$ cat src/rtl/assert_macros.svh
// assertion macros for the rtl
`ifndef ASSERT_MACROS_SVH
`define ASSERT_MACROS_SVH

// property checked on every clock edge once reset is released
`define KRQ_ASSERT(label, clk, rst_n, prop, msg) \
    label: assert property (@(posedge clk) disable iff (!rst_n) (prop)) else $error(msg);

// property that must never hold once reset is released
`define KRQ_NEVER(label, clk, rst_n, prop, msg) \
    label: assert property (@(posedge clk) disable iff (!rst_n) !(prop)) else $error(msg);

`endif

$ cat src/rtl/krq_pkg.sv
// package: shared types, constants and helpers of the keyboard report queue
package krq_pkg;

    localparam int QUEUE_DEPTH = 16;
    localparam int KEY_W       = 8;
    localparam int NUM_KEYS    = 6;
    localparam int REPORT_W    = KEY_W * (NUM_KEYS + 1);

    // apb register map
    localparam int APB_AW   = 3;
    localparam int APB_DW   = 32;
    localparam logic REG_RELEASE = 1'b0;

    localparam logic KIND_INSERT = 1'b0;
    localparam logic KIND_SEND   = 1'b1;

    typedef enum logic [1:0] {
        S_IDLE,
        S_DATA,
        S_REL
    } t_state;

    typedef struct packed {
        logic wr_en;
        logic rd_en;
    } t_mem_ctl;

    typedef logic [KEY_W-1:0] t_key;

    // modifiers in the top byte, key a next, key f in the low byte
    function automatic logic [REPORT_W-1:0] pack_report(
        input t_key       mods,
        input logic [2:0] key_count,
        input t_key       ka,
        input t_key       kb,
        input t_key       kc,
        input t_key       kd,
        input t_key       ke,
        input t_key       kf
    );
        // counts of six and seven both keep every key
        pack_report = {mods,
                       (key_count > 3'd0) ? ka : t_key'(0),
                       (key_count > 3'd1) ? kb : t_key'(0),
                       (key_count > 3'd2) ? kc : t_key'(0),
                       (key_count > 3'd3) ? kd : t_key'(0),
                       (key_count > 3'd4) ? ke : t_key'(0),
                       (key_count > 3'd5) ? kf : t_key'(0)};
    endfunction

endpackage

$ cat src/rtl/krq_mem.sv
// report store: single port synchronous ram with per-entry written flags
module krq_mem #(
    parameter int QUEUE_DEPTH = krq_pkg::QUEUE_DEPTH
) (
    input  logic                         i_clk,
    input  logic                         i_rst_n,
    input  krq_pkg::t_mem_ctl            i_ctl,
    input  logic [$clog2(QUEUE_DEPTH)-1:0] i_addr,
    input  logic [krq_pkg::REPORT_W-1:0] i_wdata,
    output logic [krq_pkg::REPORT_W-1:0] o_rdata
);

    logic [krq_pkg::REPORT_W-1:0] r_mem [QUEUE_DEPTH];
    logic [krq_pkg::REPORT_W-1:0] r_rdata;
    logic [QUEUE_DEPTH-1:0]       r_vld;
    logic                         r_rvld;

    always_ff @(posedge i_clk) begin
        if (i_ctl.wr_en) begin
            r_mem[i_addr] <= i_wdata;
        end
        if (i_ctl.rd_en) begin
            r_rdata <= r_mem[i_addr];
        end
    end

    // entries never written read as zero, as after reset
    always_ff @(posedge i_clk) begin
        if (!i_rst_n) begin
            r_vld  <= '0;
            r_rvld <= 1'b0;
        end else begin
            if (i_ctl.wr_en) begin
                r_vld[i_addr] <= 1'b1;
            end
            if (i_ctl.rd_en) begin
                r_rvld <= r_vld[i_addr];
            end
        end
    end

    assign o_rdata = r_rvld ? r_rdata : '0;

endmodule

$ cat src/rtl/krq_ctrl.sv
// queue control: pointers, overwrite count and result sequencer
`include "assert_macros.svh"

module krq_ctrl #(
    parameter int QUEUE_DEPTH = krq_pkg::QUEUE_DEPTH
) (
    input  logic                           i_clk,
    input  logic                           i_rst_n,
    input  logic                           i_start,
    input  logic                           i_kind,
    input  logic                           i_release,
    output logic                           o_busy,
    output krq_pkg::t_mem_ctl              o_mem_ctl,
    output logic [$clog2(QUEUE_DEPTH)-1:0] o_mem_addr,
    input  logic [krq_pkg::REPORT_W-1:0]   i_mem_rdata,
    output logic                           o_valid,
    output logic [krq_pkg::REPORT_W-1:0]   o_report,
    output logic                           o_is_report,
    output logic                           o_had_data,
    output logic [7:0]                     o_overwrite_count,
    output logic                           o_last
);

    localparam int PW = $clog2(QUEUE_DEPTH);
    localparam logic [PW-1:0] LAST_SLOT = PW'(QUEUE_DEPTH - 1);

    krq_pkg::t_state r_state, n_state;
    logic [PW-1:0]   r_wp, r_rp;
    logic [PW-1:0]   wp_next, rp_next, rp_prev;
    logic [7:0]      r_dropped;
    logic            r_empty, r_rel, r_two;
    logic            accept, ins, snd, empty;

    assign accept = i_start && !o_busy;
    assign ins    = accept && (i_kind == krq_pkg::KIND_INSERT);
    assign snd    = accept && (i_kind == krq_pkg::KIND_SEND);
    assign empty  = (r_wp == r_rp);

    assign wp_next = (r_wp == LAST_SLOT) ? '0 : r_wp + 1'b1;
    assign rp_next = (r_rp == LAST_SLOT) ? '0 : r_rp + 1'b1;
    assign rp_prev = (r_rp == '0) ? LAST_SLOT : r_rp - 1'b1;

    always_ff @(posedge i_clk) begin
        if (!i_rst_n) begin
            r_wp      <= PW'(1);
            r_rp      <= PW'(1);
            r_dropped <= '0;
            r_empty   <= 1'b0;
            r_rel     <= 1'b0;
            r_two     <= 1'b0;
        end else begin
            if (ins) begin
                r_wp <= wp_next;
                // full ring: drop the oldest unsent entry
                if (wp_next == r_rp) begin
                    r_rp      <= rp_next;
                    r_dropped <= r_dropped + 8'd1;
                end
            end
            if (snd) begin
                if (!empty) begin
                    r_rp <= rp_next;
                end
                r_empty <= empty;
                r_rel   <= i_release;
                r_two   <= !empty && i_release;
            end
        end
    end

    // empty send in hold mode reads the entry before the read pointer
    always_comb begin
        o_mem_ctl.wr_en = ins;
        o_mem_ctl.rd_en = snd;
        if (ins) begin
            o_mem_addr = r_wp;
        end else if (empty) begin
            o_mem_addr = rp_prev;
        end else begin
            o_mem_addr = r_rp;
        end
    end

    always_ff @(posedge i_clk) begin
        if (!i_rst_n) begin
            r_state <= krq_pkg::S_IDLE;
        end else begin
            r_state <= n_state;
        end
    end

    // the last result cycle of a send can take the next transfer
    assign o_busy = (r_state == krq_pkg::S_DATA) && r_two;

    always_comb begin
        n_state = r_state;
        o_valid = 1'b0;
        case (r_state)
            krq_pkg::S_IDLE: begin
                if (snd) begin
                    n_state = krq_pkg::S_DATA;
                end
            end
            krq_pkg::S_DATA: begin
                o_valid = 1'b1;
                if (r_two) begin
                    n_state = krq_pkg::S_REL;
                end else if (snd) begin
                    n_state = krq_pkg::S_DATA;
                end else begin
                    n_state = krq_pkg::S_IDLE;
                end
            end
            krq_pkg::S_REL: begin
                o_valid = 1'b1;
                n_state = snd ? krq_pkg::S_DATA : krq_pkg::S_IDLE;
            end
            default: begin
                n_state = krq_pkg::S_IDLE;
            end
        endcase
    end

    logic first_res, no_report;
    assign first_res = (r_state == krq_pkg::S_DATA);
    assign no_report = first_res && r_empty && r_rel;

    assign o_report          = (first_res && !no_report) ? i_mem_rdata : '0;
    assign o_is_report       = !no_report;
    assign o_had_data        = !(first_res && r_empty);
    assign o_last            = !(first_res && r_two);
    assign o_overwrite_count = r_dropped;

    `KRQ_ASSERT(a_busy_then_release, i_clk, i_rst_n,
        o_busy |=> (o_valid && r_state == krq_pkg::S_REL), "release result missing")
    `KRQ_ASSERT(a_send_gives_result, i_clk, i_rst_n,
        snd |=> (o_valid && r_state == krq_pkg::S_DATA), "send gave no result")
    `KRQ_ASSERT(a_insert_silent, i_clk, i_rst_n,
        ins |=> !o_valid, "insert produced a result")
    `KRQ_ASSERT(a_slot_stays_empty, i_clk, i_rst_n,
        ins |=> (r_wp != r_rp), "insert left the ring looking empty")
    `KRQ_ASSERT(a_count_on_insert_only, i_clk, i_rst_n,
        !ins |=> $stable(r_dropped), "overwrite count moved without insert")

endmodule

$ cat src/rtl/keyboard_report_ring_queue.sv
// top level: keyboard report ring queue with apb control register
//
//  channel   | signals                                   | handshake
//  ----------+-------------------------------------------+---------------------------
//  item in   | i_kind, i_modifiers, i_key_count, i_key_* | start high while busy low
//  result    | o_out_*, o_is_report, o_had_data, ...     | o_valid, one cycle, no stall
//  config    | psel penable pwrite paddr pwdata prdata   | apb, pready tied high
//
// an insert writes the ram directly; a send reads the ram into a register, then its
// results follow one per cycle (two in release mode when data was queued).
// the next transfer can be taken in the cycle of the last result.
// reset sets pointers to one and clears the overwrite count and ram written flags.
// the receiver cannot stall; busy is high only while a release result waits.
module keyboard_report_ring_queue #(
    parameter int QUEUE_DEPTH = krq_pkg::QUEUE_DEPTH
) (
    input  logic                       i_clk,
    input  logic                       i_rst_n,
    input  logic                       start,
    output logic                       busy,
    input  logic                       i_kind,
    input  logic [7:0]                 i_modifiers,
    input  logic [2:0]                 i_key_count,
    input  logic [7:0]                 i_key_a,
    input  logic [7:0]                 i_key_b,
    input  logic [7:0]                 i_key_c,
    input  logic [7:0]                 i_key_d,
    input  logic [7:0]                 i_key_e,
    input  logic [7:0]                 i_key_f,
    output logic                       o_valid,
    output logic [7:0]                 o_out_modifiers,
    output logic [7:0]                 o_out_key_a,
    output logic [7:0]                 o_out_key_b,
    output logic [7:0]                 o_out_key_c,
    output logic [7:0]                 o_out_key_d,
    output logic [7:0]                 o_out_key_e,
    output logic [7:0]                 o_out_key_f,
    output logic                       o_is_report,
    output logic                       o_had_data,
    output logic [7:0]                 o_overwrite_count,
    output logic                       o_last,
    input  logic                       psel,
    input  logic                       penable,
    input  logic                       pwrite,
    input  logic [krq_pkg::APB_AW-1:0] paddr,
    input  logic [krq_pkg::APB_DW-1:0] pwdata,
    output logic [krq_pkg::APB_DW-1:0] prdata,
    output logic                       pready
);

    localparam int PW = $clog2(QUEUE_DEPTH);

    logic                         r_release;
    logic                         reg_hit;
    krq_pkg::t_mem_ctl            mem_ctl;
    logic [PW-1:0]                mem_addr;
    logic [krq_pkg::REPORT_W-1:0] in_report, mem_rdata, res_report;

    // apb register
    assign pready  = 1'b1;
    assign reg_hit = (paddr[2] == krq_pkg::REG_RELEASE);

    always_ff @(posedge i_clk) begin
        if (!i_rst_n) begin
            r_release <= 1'b1;
        end else if (psel && penable && pwrite && pready && reg_hit) begin
            r_release <= pwdata[0];
        end
    end

    assign prdata = reg_hit ? {{(krq_pkg::APB_DW-1){1'b0}}, r_release} : '0;

    assign in_report = krq_pkg::pack_report(i_modifiers, i_key_count, i_key_a, i_key_b,
                                            i_key_c, i_key_d, i_key_e, i_key_f);

    krq_ctrl #(
        .QUEUE_DEPTH(QUEUE_DEPTH)
    ) u_ctrl (
        .i_clk            (i_clk),
        .i_rst_n          (i_rst_n),
        .i_start          (start),
        .i_kind           (i_kind),
        .i_release        (r_release),
        .o_busy           (busy),
        .o_mem_ctl        (mem_ctl),
        .o_mem_addr       (mem_addr),
        .i_mem_rdata      (mem_rdata),
        .o_valid          (o_valid),
        .o_report         (res_report),
        .o_is_report      (o_is_report),
        .o_had_data       (o_had_data),
        .o_overwrite_count(o_overwrite_count),
        .o_last           (o_last)
    );

    krq_mem #(
        .QUEUE_DEPTH(QUEUE_DEPTH)
    ) u_mem (
        .i_clk  (i_clk),
        .i_rst_n(i_rst_n),
        .i_ctl  (mem_ctl),
        .i_addr (mem_addr),
        .i_wdata(in_report),
        .o_rdata(mem_rdata)
    );

    assign {o_out_modifiers, o_out_key_a, o_out_key_b, o_out_key_c,
            o_out_key_d, o_out_key_e, o_out_key_f} = res_report;

endmodule
$ cat config.mk
export PLATFORM = sky130hd
export DESIGN_NAME = keyboard_report_ring_queue
export DESIGN_NICKNAME = d
export VERILOG_FILES = /design/src/rtl/krq_pkg.sv /design/src/rtl/krq_mem.sv /design/src/rtl/krq_ctrl.sv /design/src/rtl/keyboard_report_ring_queue.sv
export VERILOG_INCLUDE_DIRS = /design/src /design/src/rtl
export SDC_FILE = /design/constraint.sdc
export NUM_CORES = 1
export LEC_CHECK = 0
export BUFFER_PORTS_ARGS = -buffer_cell sky130_fd_sc_hd__buf_2
export CORE_MARGIN = 5
export CORE_UTILIZATION = 55
export CTS_CLUSTER_DIAMETER = 40
export DETAILED_ROUTE_END_ITERATION = 6
export GPL_TIMING_DRIVEN = 0
export PLACE_DENSITY = 0.81
export SYNTH_ARGS = -nofsm -noshare
export SYNTH_HDL_FRONTEND = slang
export SYNTH_HIERARCHICAL = 1
export SYNTH_SLANG_ARGS = --single-unit
$ cat constraint.sdc
create_clock -name i_clk -period 9.4 [get_ports i_clk]
set_clock_uncertainty 0.2 [all_clocks]
set_input_delay 2.82 -clock i_clk [delete_from_list [all_inputs] [get_ports i_clk]]
set_output_delay 2.82 -clock i_clk [all_outputs]
set_load 0.02 [all_outputs]
==> After elaboration in Yosys (flattened, before gate mapping) <==
Memory sizes are Yosys's and may differ from the RTL's. A register that Yosys moved wholly into a read port is not among the register bits.
Cells that the tools add are included.
{ "word_totals": {"reg_bits": 39, "mem_bits_rw": 896, "inputBits": 101, "word_cells": 82, "mem_count": 1} }
{ "classes": {"n_addsub": 4, "order_cmp": 8, "eq_ne": 7, "muxes": 29, "bitwise": 3, "reduce_logical": 20} }
{ "memory_table": {"columns": ["name", "words", "word_bits", "rd", "rd_ports_with_merged_regs", "write_ports", "line", "rtl"], "rows": [
  ["u_mem.r_mem", 16, 56, 1, 1, 1, "krq_mem.sv:13", "logic [krq_pkg::REPORT_W-1:0] r_mem [QUEUE_DEPTH];"]
]} }
{ "op_table": {"columns": ["op", "count"], "rows": [
  ["2-to-1 mux 56 bit", 2],
  ["2-to-1 mux 8 bit", 6],
  ["2-to-1 mux 4 bit", 9],
  ["OR 16 bit", 1],
  ["logical AND 1 bit", 12],
  ["adder 4 x 1 -> 4 bit (second input constant)", 2],
  ["adder 8 x 1 -> 8 bit (second input constant)", 1],
  ["equality test 4 bit", 2],
  ["equality test 4 bit (second input constant)", 2],
  ["2-to-1 mux 1 bit", 7],
  ["> comparator 3 x 1 -> 1 bit (second input constant)", 2],
  ["> comparator 3 x 2 -> 1 bit (second input constant)", 2],
  ["> comparator 3 bit (second input constant)", 2],
  ["one-hot mux 2 bit (3 select lines)", 1],
  ["less-than comparator 4 x 5 -> 1 bit (second input constant)", 1],
  ["binary-select mux 1 bit (select 4 bit)", 1],
  ["demux 1 bit (select 4 bit)", 1],
  ["greater-or-equal comparator 4 x 1 -> 1 bit (second input constant)", 1],
  ["zero test 1 bit", 4],
  ["zero test 4 bit", 1],
  ["2-to-1 mux 2 bit", 2],
  ["subtractor 4 x 1 -> 4 bit (second input constant)", 1],
  ["equality test 2 x 1 -> 1 bit (second input constant)", 1],
  ["equality test 2 bit (second input constant)", 1],
  ["other kinds (5)", 6]
]} }

==> Depth between registers and ports, before layout <==
Gate-level depths: netlist (run 1).
{ "depth": {"ltp_word": 11, "ltp_mapped": 14} }

==> Hierarchy <==
The synthesis (run 1) kept the hierarchy.
{ "modules_own_cells": {"columns": ["mod", "n_inst", "cells_each", "area_each_um2", "seq_area_each_um2"], "rows": [
  ["krq_mem", 1, 1428, 36437.4, 28927.7],
  ["krq_ctrl", 1, 241, 1816.7, 420.4],
  ["keyboard_report_ring_queue", 1, 95, 654.4, 20.0]
]} }

==> Worst setup path after synthesis (run 1) <==
No wires, ideal clock.
{ "synth_timing": {"kind": "input-to-reg", "start": "input port i_kind", "end": "memory u_mem/r_mem[0][0] (netlist name) (enable)", "setup_time_ns": 0.541, "arrival_time_ns": 8.442, "required_time_ns": 8.659, "slack_ns": 0.217, "cell_stages": 9, "path_buffers": 5, "cell_sequence": "and3b_1 -> clkbuf_1 -> clkbuf_1 -> o21ai_0 -> buf_6 -> buf_6 -> buf_6 -> or3b_2 -> nor3_1"} }
{ "synth_between": {"elab_cells_between_ends": 5, "classes_between": "3 x mux; 1 x bitwise; 1 x reduce/logical"} }
{ "synth_lines": {"columns": ["item", "line", "rtl"], "rows": [
  ["start: declaration", "keyboard_report_ring_queue.sv:21", "input logic i_kind,"],
  ["inverter 1 bit", "krq_ctrl.sv:35", "assign ins = accept && (i_kind == krq_pkg::KIND_INSERT);"],
  ["logical AND 1 bit", "krq_ctrl.sv:35", null],
  ["net u_ctrl.ins", "krq_ctrl.sv:32", "logic accept, ins, snd, empty;"],
  ["2-to-1 mux 4 bit", "krq_ctrl.sv:75", "if (ins) begin"],
  ["net mem_addr[0]", "keyboard_report_ring_queue.sv:56", "logic [PW-1:0] mem_addr;"],
  ["end: declaration", "krq_mem.sv:13", null]
]} }
The timed path passes the listed nets, and every way through them passes these cells.

==> Worst setup path after layout (run 1) <==
{ "layout_timing": {"start": "register u_ctrl.r_state[1]", "end": "output port o_out_key_d[2]"} }
{ "layout_between": {"elab_chain_cells": 6} }
{ "layout_lines": {"columns": ["item", "line", "rtl"], "rows": [
  ["start: declaration", "krq_ctrl.sv:27", "krq_pkg::t_state r_state, n_state;"],
  ["start signal: assignment", "krq_ctrl.sv:86", "r_state <= krq_pkg::S_IDLE;"],
  ["start signal: assignment", "krq_ctrl.sv:88", "r_state <= n_state;"],
  ["equality test 2 x 1 -> 1 bit *", "krq_ctrl.sv:125", "assign first_res = (r_state == krq_pkg::S_DATA);"],
  ["logical AND 1 bit (2 in series)", "krq_ctrl.sv:126", "assign no_report = first_res && r_empty && r_rel;"],
  ["zero test 1 bit", "krq_ctrl.sv:128", "assign o_report = (first_res && !no_report) ? i_mem_rdata : '0;"],
  ["logical AND 1 bit *", "krq_ctrl.sv:128", null],
  ["2-to-1 mux 56 bit *", "krq_ctrl.sv:128", null],
  ["end: declaration", "keyboard_report_ring_queue.sv:35", "output logic [7:0] o_out_key_d,"]
]} }
Every way passes the cells marked *; elsewhere a longest branch is shown, timed or not.

==> results of run 1 <==
-- flip-flops by register name, indices dropped and copies added (netlist names) --
| signal | count |
|---|---|
| u_mem/r_rdata | 56 |
| u_mem/r_mem | 896 |
| u_ctrl/o_overwrite_count | 8 |
| u_ctrl/r_two | 1 |
| u_ctrl/r_rel | 1 |
| u_ctrl/r_rp | 4 |
| u_ctrl/r_state | 2 |
| u_mem/r_vld | 16 |
| u_mem/r_rvld | 1 |
| u_ctrl/r_wp | 4 |
| u_ctrl/r_empty | 1 |
| r_release | 1 |
-- placed cells by master, fill, tap and decap left out, types with 11 or more instances in the layout --
| cell | n |
|---|---|
| clkbuf_1 | 64 |
| buf_12 | 21 |
| inv_6 | 13 |
| buf_6 | 42 |
| buf_2 | 149 |
| a21oi_1 | 12 |
| clkinvlp_4 | 12 |
| clkbuf_16 | 108 |
| nor2b_1 | 28 |
| mux4_2 | 279 |
| buf_1 | 13 |
| buf_4 | 41 |
| edfxtp_1 | 952 |
| o21a_1 | 16 |
| and2_1 | 129 |
| clkinv_1 | 17 |
| inv_1 | 11 |
| nand2_1 | 22 |
| nand3_1 | 11 |
| dfxtp_1 | 39 |
| conb_1 | 32 |
| nor2_4 | 12 |
-- worst max-delay path: cells and delay by family (launching register included) --
family	cells	cell delay, ns
fa+ha+maj	1	0.22
compound gates	1	0.72
simple gates	1	0.36
buf+inv	4	1.77
flops	1	0.34
-- power groups by stage --
stage                     clock network (mW)  registers (mW)  logic (mW)
after CTS                               4.13            5.13        2.30
after floorplan                            0            5.21        1.56
after detailed placement                   0            5.22        2.22
after global placement                     0            5.24        2.08
final                                   4.10            5.14        2.32
after global routing                    4.34            5.14        2.42
-- per-stage QoR --
stage               instances  hold WS, ns  worst slack [ns]  util [%]  area (um2)
finish                   3125        0.264              2.31      64.6       45300
global route             3123        0.279              2.18      64.6       45300
CTS                      3121        0.270              2.28      64.6       45300
detailed placement       2926        0.253              1.93      59.7       41900
global placement         2871        0.242             -5.21      58.3       40900
floorplan                1794        0.235             0.217         -       39000
-- logic make-up after synthesis --
kind of cell / Yosys count
xor gates and xnor gates: 10
buffers and inverters: 141
AOI/OAI and AO/OA: 62
other: 2
muxes: 295
DFF: 991
and+or+nand+nor: 254
adders and majority gates: 9
-- final cells by class --
class	instances	area [um2]
inverters	11	41.3
diodes	4	10.0
multi-input cells	662	8900
clock buffers	127	2770
well taps	940	1180
flip-flops and latches	991	29400
clock inverters	68	634
repair buffers	192	1580
plain buffers	130	825
fillers	4269	24800
-- path summary, 6_finish.rpt --
| kind | endpoint | cells past startpoint | from | slack (ns) |
|---|---|---|---|---|
| max | o_out_key_d[2] | 7 | u_ctrl/r_state[1] | 2.31 |
| min | u_ctrl/o_overwrite_count[7] | 2 | u_ctrl/o_overwrite_count[7] | 0.26 |
| max reg2reg | u_mem/r_mem[3][20] | 13 | u_ctrl/r_rp[0] | 3.70 |
| min reg2reg | u_ctrl/o_overwrite_count[7] | 2 | u_ctrl/o_overwrite_count[7] | 0.26 |
-- per-layer routing --
metal | track usage (%) | part of all wire, % | vias up
met4 | 12.4 | 5.0 | 4
met1 | 34.5 | 32 | 10550
met2 | 48.2 | 51 | 1838
met5 | 0 | 0.026 | -
met3 | 6.65 | 11 | 368
li1 | - | - | 7915
==> run summary, run 1 <==
Status = finished clean
TritonCTS buffer count = 106
Post-Synth XOR/XNOR Area = 0.244%
Slowest cell on crit path = buf_1
Max Cap Violations = 0
WL final = 106000 um
Global placer's final weighted congestion = 0.786
Total GRT Usage = 28.1%
RSZ-0062 raised after global routing = no
Vias in the first global route = 21226
Peak Freq = 0.141 GHz
CP max stage delay = 0.89 ns
CTS tree = done
Routed Antenna Nets = 0
Clock network fraction of design power = 35.5%
Crit-path cells = inv_1, ha_1, a21boi_0, buf_1, clkbuf_1, and2_1, buf_2
Switch Pwr = 3.07 mW
Min Clock Period, post-route = 7.09 ns
Core area = 70100 um2
Post-synth top area share = 73.5%
Sequential area share after synthesis = 75.5%
Power Density = 255 nW/um2
Hpwl dp = 59600 um
Detailed-route vias per instance = 6.62
Ys Warns = 6
CTS root buf = clkbuf_16
Net count of the finished layout = 2204
Total Power = 11.6 mW
Post-synth top flop = edfxtp_1
Hold Fails Final Rpt = 0
Synth Area in Simple Gates = 3.87%
Final setup viols = 0
Gate Count Post-Synth = 1764
Starting Density = 55.5%
Max Buffers Root-to-Sink = 3
Area added between synthesis and finish = 16.4%
Internal = 8.49 mW
CTS Hold Bufs = 0
Adder-Cell Fraction of Synth Area = 0.289%
CTS H-tree depth = 3
IO buf count = 137
CTS Sinks = 991
Wire length per cell = 34.1 um
Drt pass-1 iters = 6
Initial antenna violation count = 7
Avg Cell Area, Syn = 22.1 um2
Synth Area in Compound Gates = 1.10%
DRC Markers = 0
Setup TNS = 0 ns
Synth cell count leaders = edfxtp_1 (952), mux4_2 (279), and2_1 (129), clkbuf_1 (45), dfxtp_1 (39)
Clock-pin slew on the worst setup and hold paths = 0.06 ns
Area contributors post-synth = edfxtp_1 (73%), mux4_2 (16%), and2_1 (2.1%), dfxtp_1 (2.0%), buf_4 (0.68%)
Sw Ratio = 26.6%
Setup Crit Path Kind = flop to output pin
Leading area contributor after synthesis = edfxtp_1
Leak = 14.9 nW
Clk_lat worst skew = 0.66 ns
First-pass GRT wire length = 151000 um
Largest family of logic cells by synthesized area = multiplexers
Final Cycle Share = 75.4%
Worst vdd ir = 0.000180 V
CP startpoint kind = flop
Num rows = 97
Mux cell area share after synthesis = 16.8%
Seq cells post-synth = 991
Largest net degree at the start of global routing = 60
Die H = 276 um
Fraction of registers with async set/reset = 0%
Mapped Area = 38900 um2
Initial DRC Count = 2954
Most common cell in the netlist = edfxtp_1
Worst Tran Pin Value = 1.26 ns
Total I/O pin count = 203
CP Data Required Time = 6.38 ns
Routed vias = 20675
Number of synthesized flops with an enable pin = 952
Logic pwr share = 20.0%
Sequential power share = 44.4%
Grt total ovfl = 0
Postcts setup bufs = 0
Share of cells above drive strength 1 = 33.5%
HP Class = flop to flop
Crit. End Element = output pin
Crit Path Max Fanout = 10
Yosys cell types = 59
Die span in x = 276 um
Max_slew headroom = 15.7%
Resize count post-CTS = 0
Fin. max-slew vios = 0
Die area = 76200 um2
Worst EP arrival = 4.07 ns
(Power assumes the default switching activity.)
==> inputs of run 2 (changes only) <==
--- a/config.mk
+++ b/config.mk
@@ -12,7 +12,7 @@
 export CTS_CLUSTER_DIAMETER = 40
 export DETAILED_ROUTE_END_ITERATION = 6
 export GPL_TIMING_DRIVEN = 0
-export PLACE_DENSITY = 0.81
+export PLACE_DENSITY = 0.78
 export SYNTH_ARGS = -nofsm -noshare
 export SYNTH_HDL_FRONTEND = slang
 export SYNTH_HIERARCHICAL = 1
==> constraint.sdc (replaced) <==
create_clock -name i_clk -period 6.8 [get_ports i_clk]
set_clock_uncertainty 0.2 [all_clocks]
set_input_delay 2.04 -clock i_clk [delete_from_list [all_inputs] [get_ports i_clk]]
set_output_delay 2.04 -clock i_clk [all_outputs]
set_load 0.02 [all_outputs]
==> run summary, run 2 (synthesis gave the netlist of run 1 again) <==
Hpwl dp = 58700 um
Drt pass-1 iters = 6
IO buf count = 137
Power Density = 356 nW/um2
Worst vdd ir = 0.000212 V
Initial antenna violation count = 4
Num rows = 97
Die area = 76200 um2
CTS tree = done
Hold Fails Final Rpt = 0
Grt total ovfl = 0
Clock-pin slew on the worst setup and hold paths = 0.06 ns
Hold Worst Slack = 0.275 ns
Peak Freq = 0.160 GHz
Total GRT Usage = 27.1%
Clk_lat worst skew = 0.68 ns
Top reg by flops = u_mem/r_mem
Fin. max-slew vios = 0
Crit. End Element = flop
CTS H-tree depth = 3
Wire length per cell = 32.8 um
CTS Hold Bufs = 0
Top Registers = u_mem/r_mem (896), u_mem/r_rdata (56), u_mem/r_vld (16)
Net count of the finished layout = 2207
Worst Tran Pin Value = 1.21 ns
Crit Path Max Fanout = 22
Worst EP arrival = 6.40 ns
Postcts setup bufs = 0
Most frequent cells in the layout = edfxtp_1 (952), mux4_2 (279), buf_2 (149), and2_1 (129), clkbuf_16 (107)
DRC Markers = 0
Final Cycle Share = 91.9%
Max reg flops = 896
Core area = 70100 um2
Total I/O pin count = 203
Die H = 276 um
CP startpoint kind = primary input
Detailed-route vias per instance = 6.52
Fillers = 4263
Final setup viols = 0
Leak = 15.1 nW
Max_slew headroom = 18.8%
CTS Sinks = 991
First-pass GRT wire length = 147000 um
Resize count post-CTS = 0
CP Data Required Time = 6.95 ns
Placed cell count = 2928
Die span in x = 276 um
Most common cell after layout, fill and taps aside = edfxtp_1
Register area = 29400 um2
Min Clock Period, post-route = 6.25 ns
Starting Density = 55.5%
Non-Filler Instances = 3129
Status = finished clean
Max Cap Violations = 0
WL final = 103000 um
TritonCTS buffer count = 107
Area added between synthesis and finish = 18.0%
Pre-CTS WS = 0.0601 ns
Setup Crit Path Kind = primary input to flop
Initial DRC Count = 2774
Routed vias = 20416
CTS root buf = clkbuf_16
Max Buffers Root-to-Sink = 3
Largest net degree at the start of global routing = 60
Share of cells above drive strength 1 = 34.4%
Routed Antenna Nets = 0
Final Worst Setup Slack = 0.548 ns
Multi-input logic area = 8910 um2
RSZ-0062 raised after global routing = no
HP Class = flop to flop
Vias in the first global route = 20806
Global placer's final weighted congestion = 0.777
-- run 2: area by class of cell --
class | instances | area share, %
inverter | 11 | 0.0900
buffer | 130 | 1.80
clock buffer | 112 | 5.87
antenna | 2 | 0.0109
clock inverter | 87 | 2.28
tap | 940 | 2.56
multi-input combinational | 662 | 19.4
sequential | 991 | 64.0
timing repair buffer | 194 | 4.00
-- run 2: critical path, stage by stage --
cell and delay, ns:
buf_2 0.10, and3b_1 0.17, clkbuf_1 0.16, clkbuf_1 0.26
o21ai_0 0.87, clkbuf_1 0.86, nand2_1 0.52, nor2_4 0.83
buf_12 0.29, buf_12 0.23
-- run 2: per-stage QoR --
| step | total power, mW | TNS, ns | cell area [um2] | util [%] |
|---|---|---|---|---|
| 2_1_floorplan | 9.36 | -149.27 | 39000 | - |
| 3_3_place_gp | 10.1 | -3525.25 | 40900 | 58.3 |
| 3_5_place_dp | 10.3 | 0 | 42200 | 60.1 |
| 4_1_cts | 16.4 | 0 | 45900 | 65.4 |
| 5_1_grt | 16.8 | 0 | 45900 | 65.4 |
| 6_report | 16.3 | 0 | 45900 | 65.4 |
-- run 2: power by group --
part | internal [mW] | leakage [nW] | switching (mW) | total [mW]
Clock | 3.53 | 1.80 | 2.54 | 6.07
Sequential | 7.02 | 9.01 | 0.0702 | 7.09
Combinational | 1.52 | 4.31 | 1.66 | 3.18
-- run 2: path summary, 6_finish.rpt --
| kind | startpoint | endpoint | slack, ns | cells past startpoint |
|---|---|---|---|---|
| min | u_mem/r_vld[1] | u_mem/r_vld[1] | 0.28 | 1 |
| max | start | u_mem/r_mem[15][40] | 0.55 | 10 |
| min reg2reg | u_mem/r_vld[1] | u_mem/r_vld[1] | 0.28 | 1 |
| max reg2reg | u_ctrl/r_rp[0] | u_mem/r_mem[10][34] | 0.98 | 12 |
-- run 2: metal layers --
layer,GRT usage (%),share of wire (%),routed length [um],vias to the layer above
met3,5.95,12,11900,258
met5,0,0.013,13,-
met2,45.5,51,51900,1733
li1,-,-,-,7941
met1,35.3,34,34700,10482
met4,10.8,4.0,4140,2
==> inputs of run 3 (changes only) <==
--- a/config.mk
+++ b/config.mk
@@ -15,5 +15,4 @@
 export PLACE_DENSITY = 0.78
 export SYNTH_ARGS = -nofsm -noshare
 export SYNTH_HDL_FRONTEND = slang
-export SYNTH_HIERARCHICAL = 1
 export SYNTH_SLANG_ARGS = --single-unit
==> run summary, run 3 <==
Resize count post-CTS = 0
Clk_lat worst skew = 0.68 ns
Fraction of registers with async set/reset = 0%
CTS H-tree depth = 3
Num rows = 99
Area contributors post-synth = edfxtp_1 (71%), mux2i_1 (5.8%), nand2_1 (4.4%), and3_1 (3.7%), a211oi_1 (2.1%)
Worst vdd ir = 0.000186 V
Non-Filler Instances = 4049
Starting Density = 55.2%
Worst Tran Pin Value = 1.50 ns
Vias in the first global route = 25106
Hpwl dp = 68700 um
First-pass GRT wire length = 154000 um
CTS Hold Bufs = 0
CTS tree = done
Post-synth top flop = edfxtp_1
Sequential area share after synthesis = 73.3%
Synth cell count leaders = edfxtp_1 (952), nand2_1 (469), and3_1 (235), mux2i_1 (234), a211oi_1 (114)
Most frequent cells in the layout = edfxtp_1 (952), nand2_1 (469), and3_1 (235), mux2i_1 (234), buf_2 (196)
Seq cells post-synth = 991
Avg Cell Area, Syn = 15.0 um2
Leak = 16.7 nW
Family with the most delay on the worst path = simple AND/OR/NAND/NOR gates
Yosys cell types = 60
WL final = 105000 um
Setup TNS = 0 ns
Initial antenna violation count = 3
Largest net degree at the start of global routing = 61
HP Class = flop to flop
Placed Area = 43200 um2
Fillers = 4880
Grt total ovfl = 0
IO buf count = 137
Share of cells above drive strength 1 = 18.1%
Routed Antenna Nets = 0
CP Data Required Time = 6.96 ns
Slowest cell on crit path = nor3_4
Final Cycle Share = 89.9%
Crit Path Max Fanout = 17
Max reg flops = 896
Wire length per cell = 26.0 um
Most used cell, CP = buf_2
CP startpoint kind = primary input
Crit. End Element = flop
Post-synth top area share = 71.3%
Final Worst Setup Slack = 0.690 ns
Initial DRC Count = 2827
RSZ-0062 raised after global routing = no
Max_slew headroom = -0.365%
Post-route cell area = 46800 um2
CTS Sinks = 991
Die H = 280 um
Core area = 72600 um2
Total Power = 15.5 mW
Clock-pin slew on the worst setup and hold paths = 0.06 ns
Fin. max-slew vios = 1
Worst EP arrival = 6.27 ns
Max Cap Violations = 1
# diodes = 0
Max Buffers Root-to-Sink = 3
Peak Freq = 0.164 GHz
CP max stage delay = 0.79 ns
Postcts setup bufs = 0
CTS root buf = clkbuf_16
Hold Fails Final Rpt = 0
Power Density = 332 nW/um2
Drt pass-1 iters = 6
Ys Warns = 0
Setup Crit Path Kind = primary input to flop
Net count of the finished layout = 3113
Top Registers = u_mem.r_mem (896), u_mem.r_rdata (56), u_mem.r_vld (16)
Die span in x = 280 um
Number of synthesized flops with an enable pin = 952
Final setup viols = 0
Gate Count Post-Synth = 2674
Total I/O pin count = 203
Routed vias = 24819
Most common cell after layout, fill and taps aside = edfxtp_1
Status = finished with violations
Global placer's final weighted congestion = 0.845
Placed cell count = 3852
Min Clock Period, post-route = 6.11 ns
DRC Markers = 0
TritonCTS buffer count = 109
Most common cell in the netlist = edfxtp_1
Crit-path cells = buf_2, a21bo_2, or2_2, clkbuf_1, mux2i_1, nor2_1, nand2_1, buf_2, nor3_4, buf_8, buf_16
Mapped Area = 40100 um2
Top reg by flops = u_mem.r_mem
Bufs and invs on worst path = 5
Detailed-route vias per instance = 6.13
Area added between synthesis and finish = 16.8%
Pre-CTS WS = 0.152 ns
Total GRT Usage = 26.2%
Leading area contributor after synthesis = edfxtp_1
Die area = 78400 um2
Failing checks = max-capacitance violations, max-slew violations
run 3: changes by cell type after synthesis, moves of 32 or more:
cell | previous run | this run
mux2i_1 | 10 | 234
clkbuf_1 | 45 | 77
and2_1 | 129 | 81
a211oi_1 | 1 | 114
o32ai_1 | 0 | 56
or3_1 | 1 | 57
nand2_1 | 22 | 469
mux4_2 | 279 | 0
mux2_2 | 1 | 56
buf_2 | 12 | 59
and3_1 | 8 | 235
run 3: final timing paths:
kind,from,endpoint,slack [ns],depth (start not counted)
min,u_mem.r_vld[11],u_mem.r_vld[11],0.27,1
max,start,u_mem.r_mem[11][27],0.69,11
max reg2reg,u_ctrl.r_state[1],u_mem.r_mem[11][27],1.44,12
min reg2reg,u_mem.r_vld[11],u_mem.r_vld[11],0.27,1
run 3: final cells by class:
cell class / count / area (um2) / area share (%)
buffer: 197 / 1020 / 2.18
clock buffer: 121 / 2790 / 5.97
clock inverter: 76 / 832 / 1.78
inverter: 10 / 40.0 / 0.0855
multi-input combinational: 1506 / 9910 / 21.2
sequential: 991 / 29400 / 62.7
tap: 959 / 1200 / 2.56
timing repair buffer: 189 / 1650 / 3.53
run 3: per-stage QoR:
stage               hold slack [ns]  utilization (%)
CTS                           0.268             64.5
finish                        0.267             64.5
global placement              0.247             58.0
floorplan                     0.237                -
detailed placement            0.255             59.5
global route                  0.290             64.5
run 3: logic make-up (layout without fill, tap and decap cells):
kind of cell               after synthesis  after routing  synth area share (%)
DFF                                    991            991                  73.3
AOI/OAI and AO/OA                      237            237                  4.57
xor gates and xnor gates                15             15                 0.365
and+or+nand+nor                        924            924                  11.5
other                                    2             32                0.0187
muxes                                  290            290                  7.42
adders and majority gates                8              8                 0.250
buffers and inverters                  207            593                  2.64
run 3: metal layers:
layer	vias up	GRT usage [%]	part of all wire, %
met5	-	0	0.027
met4	4	11.6	4.4
met3	297	5.48	9.9
met2	1539	44.2	50
met1	12285	33.1	36
li1	10694	-	-
run 3: report_power, final:
group	total (mW)	switching, mW	internal [mW]
logic	2.70	1.77	0.927
registers	6.92	0.0322	6.88
clock network	5.92	2.38	3.53
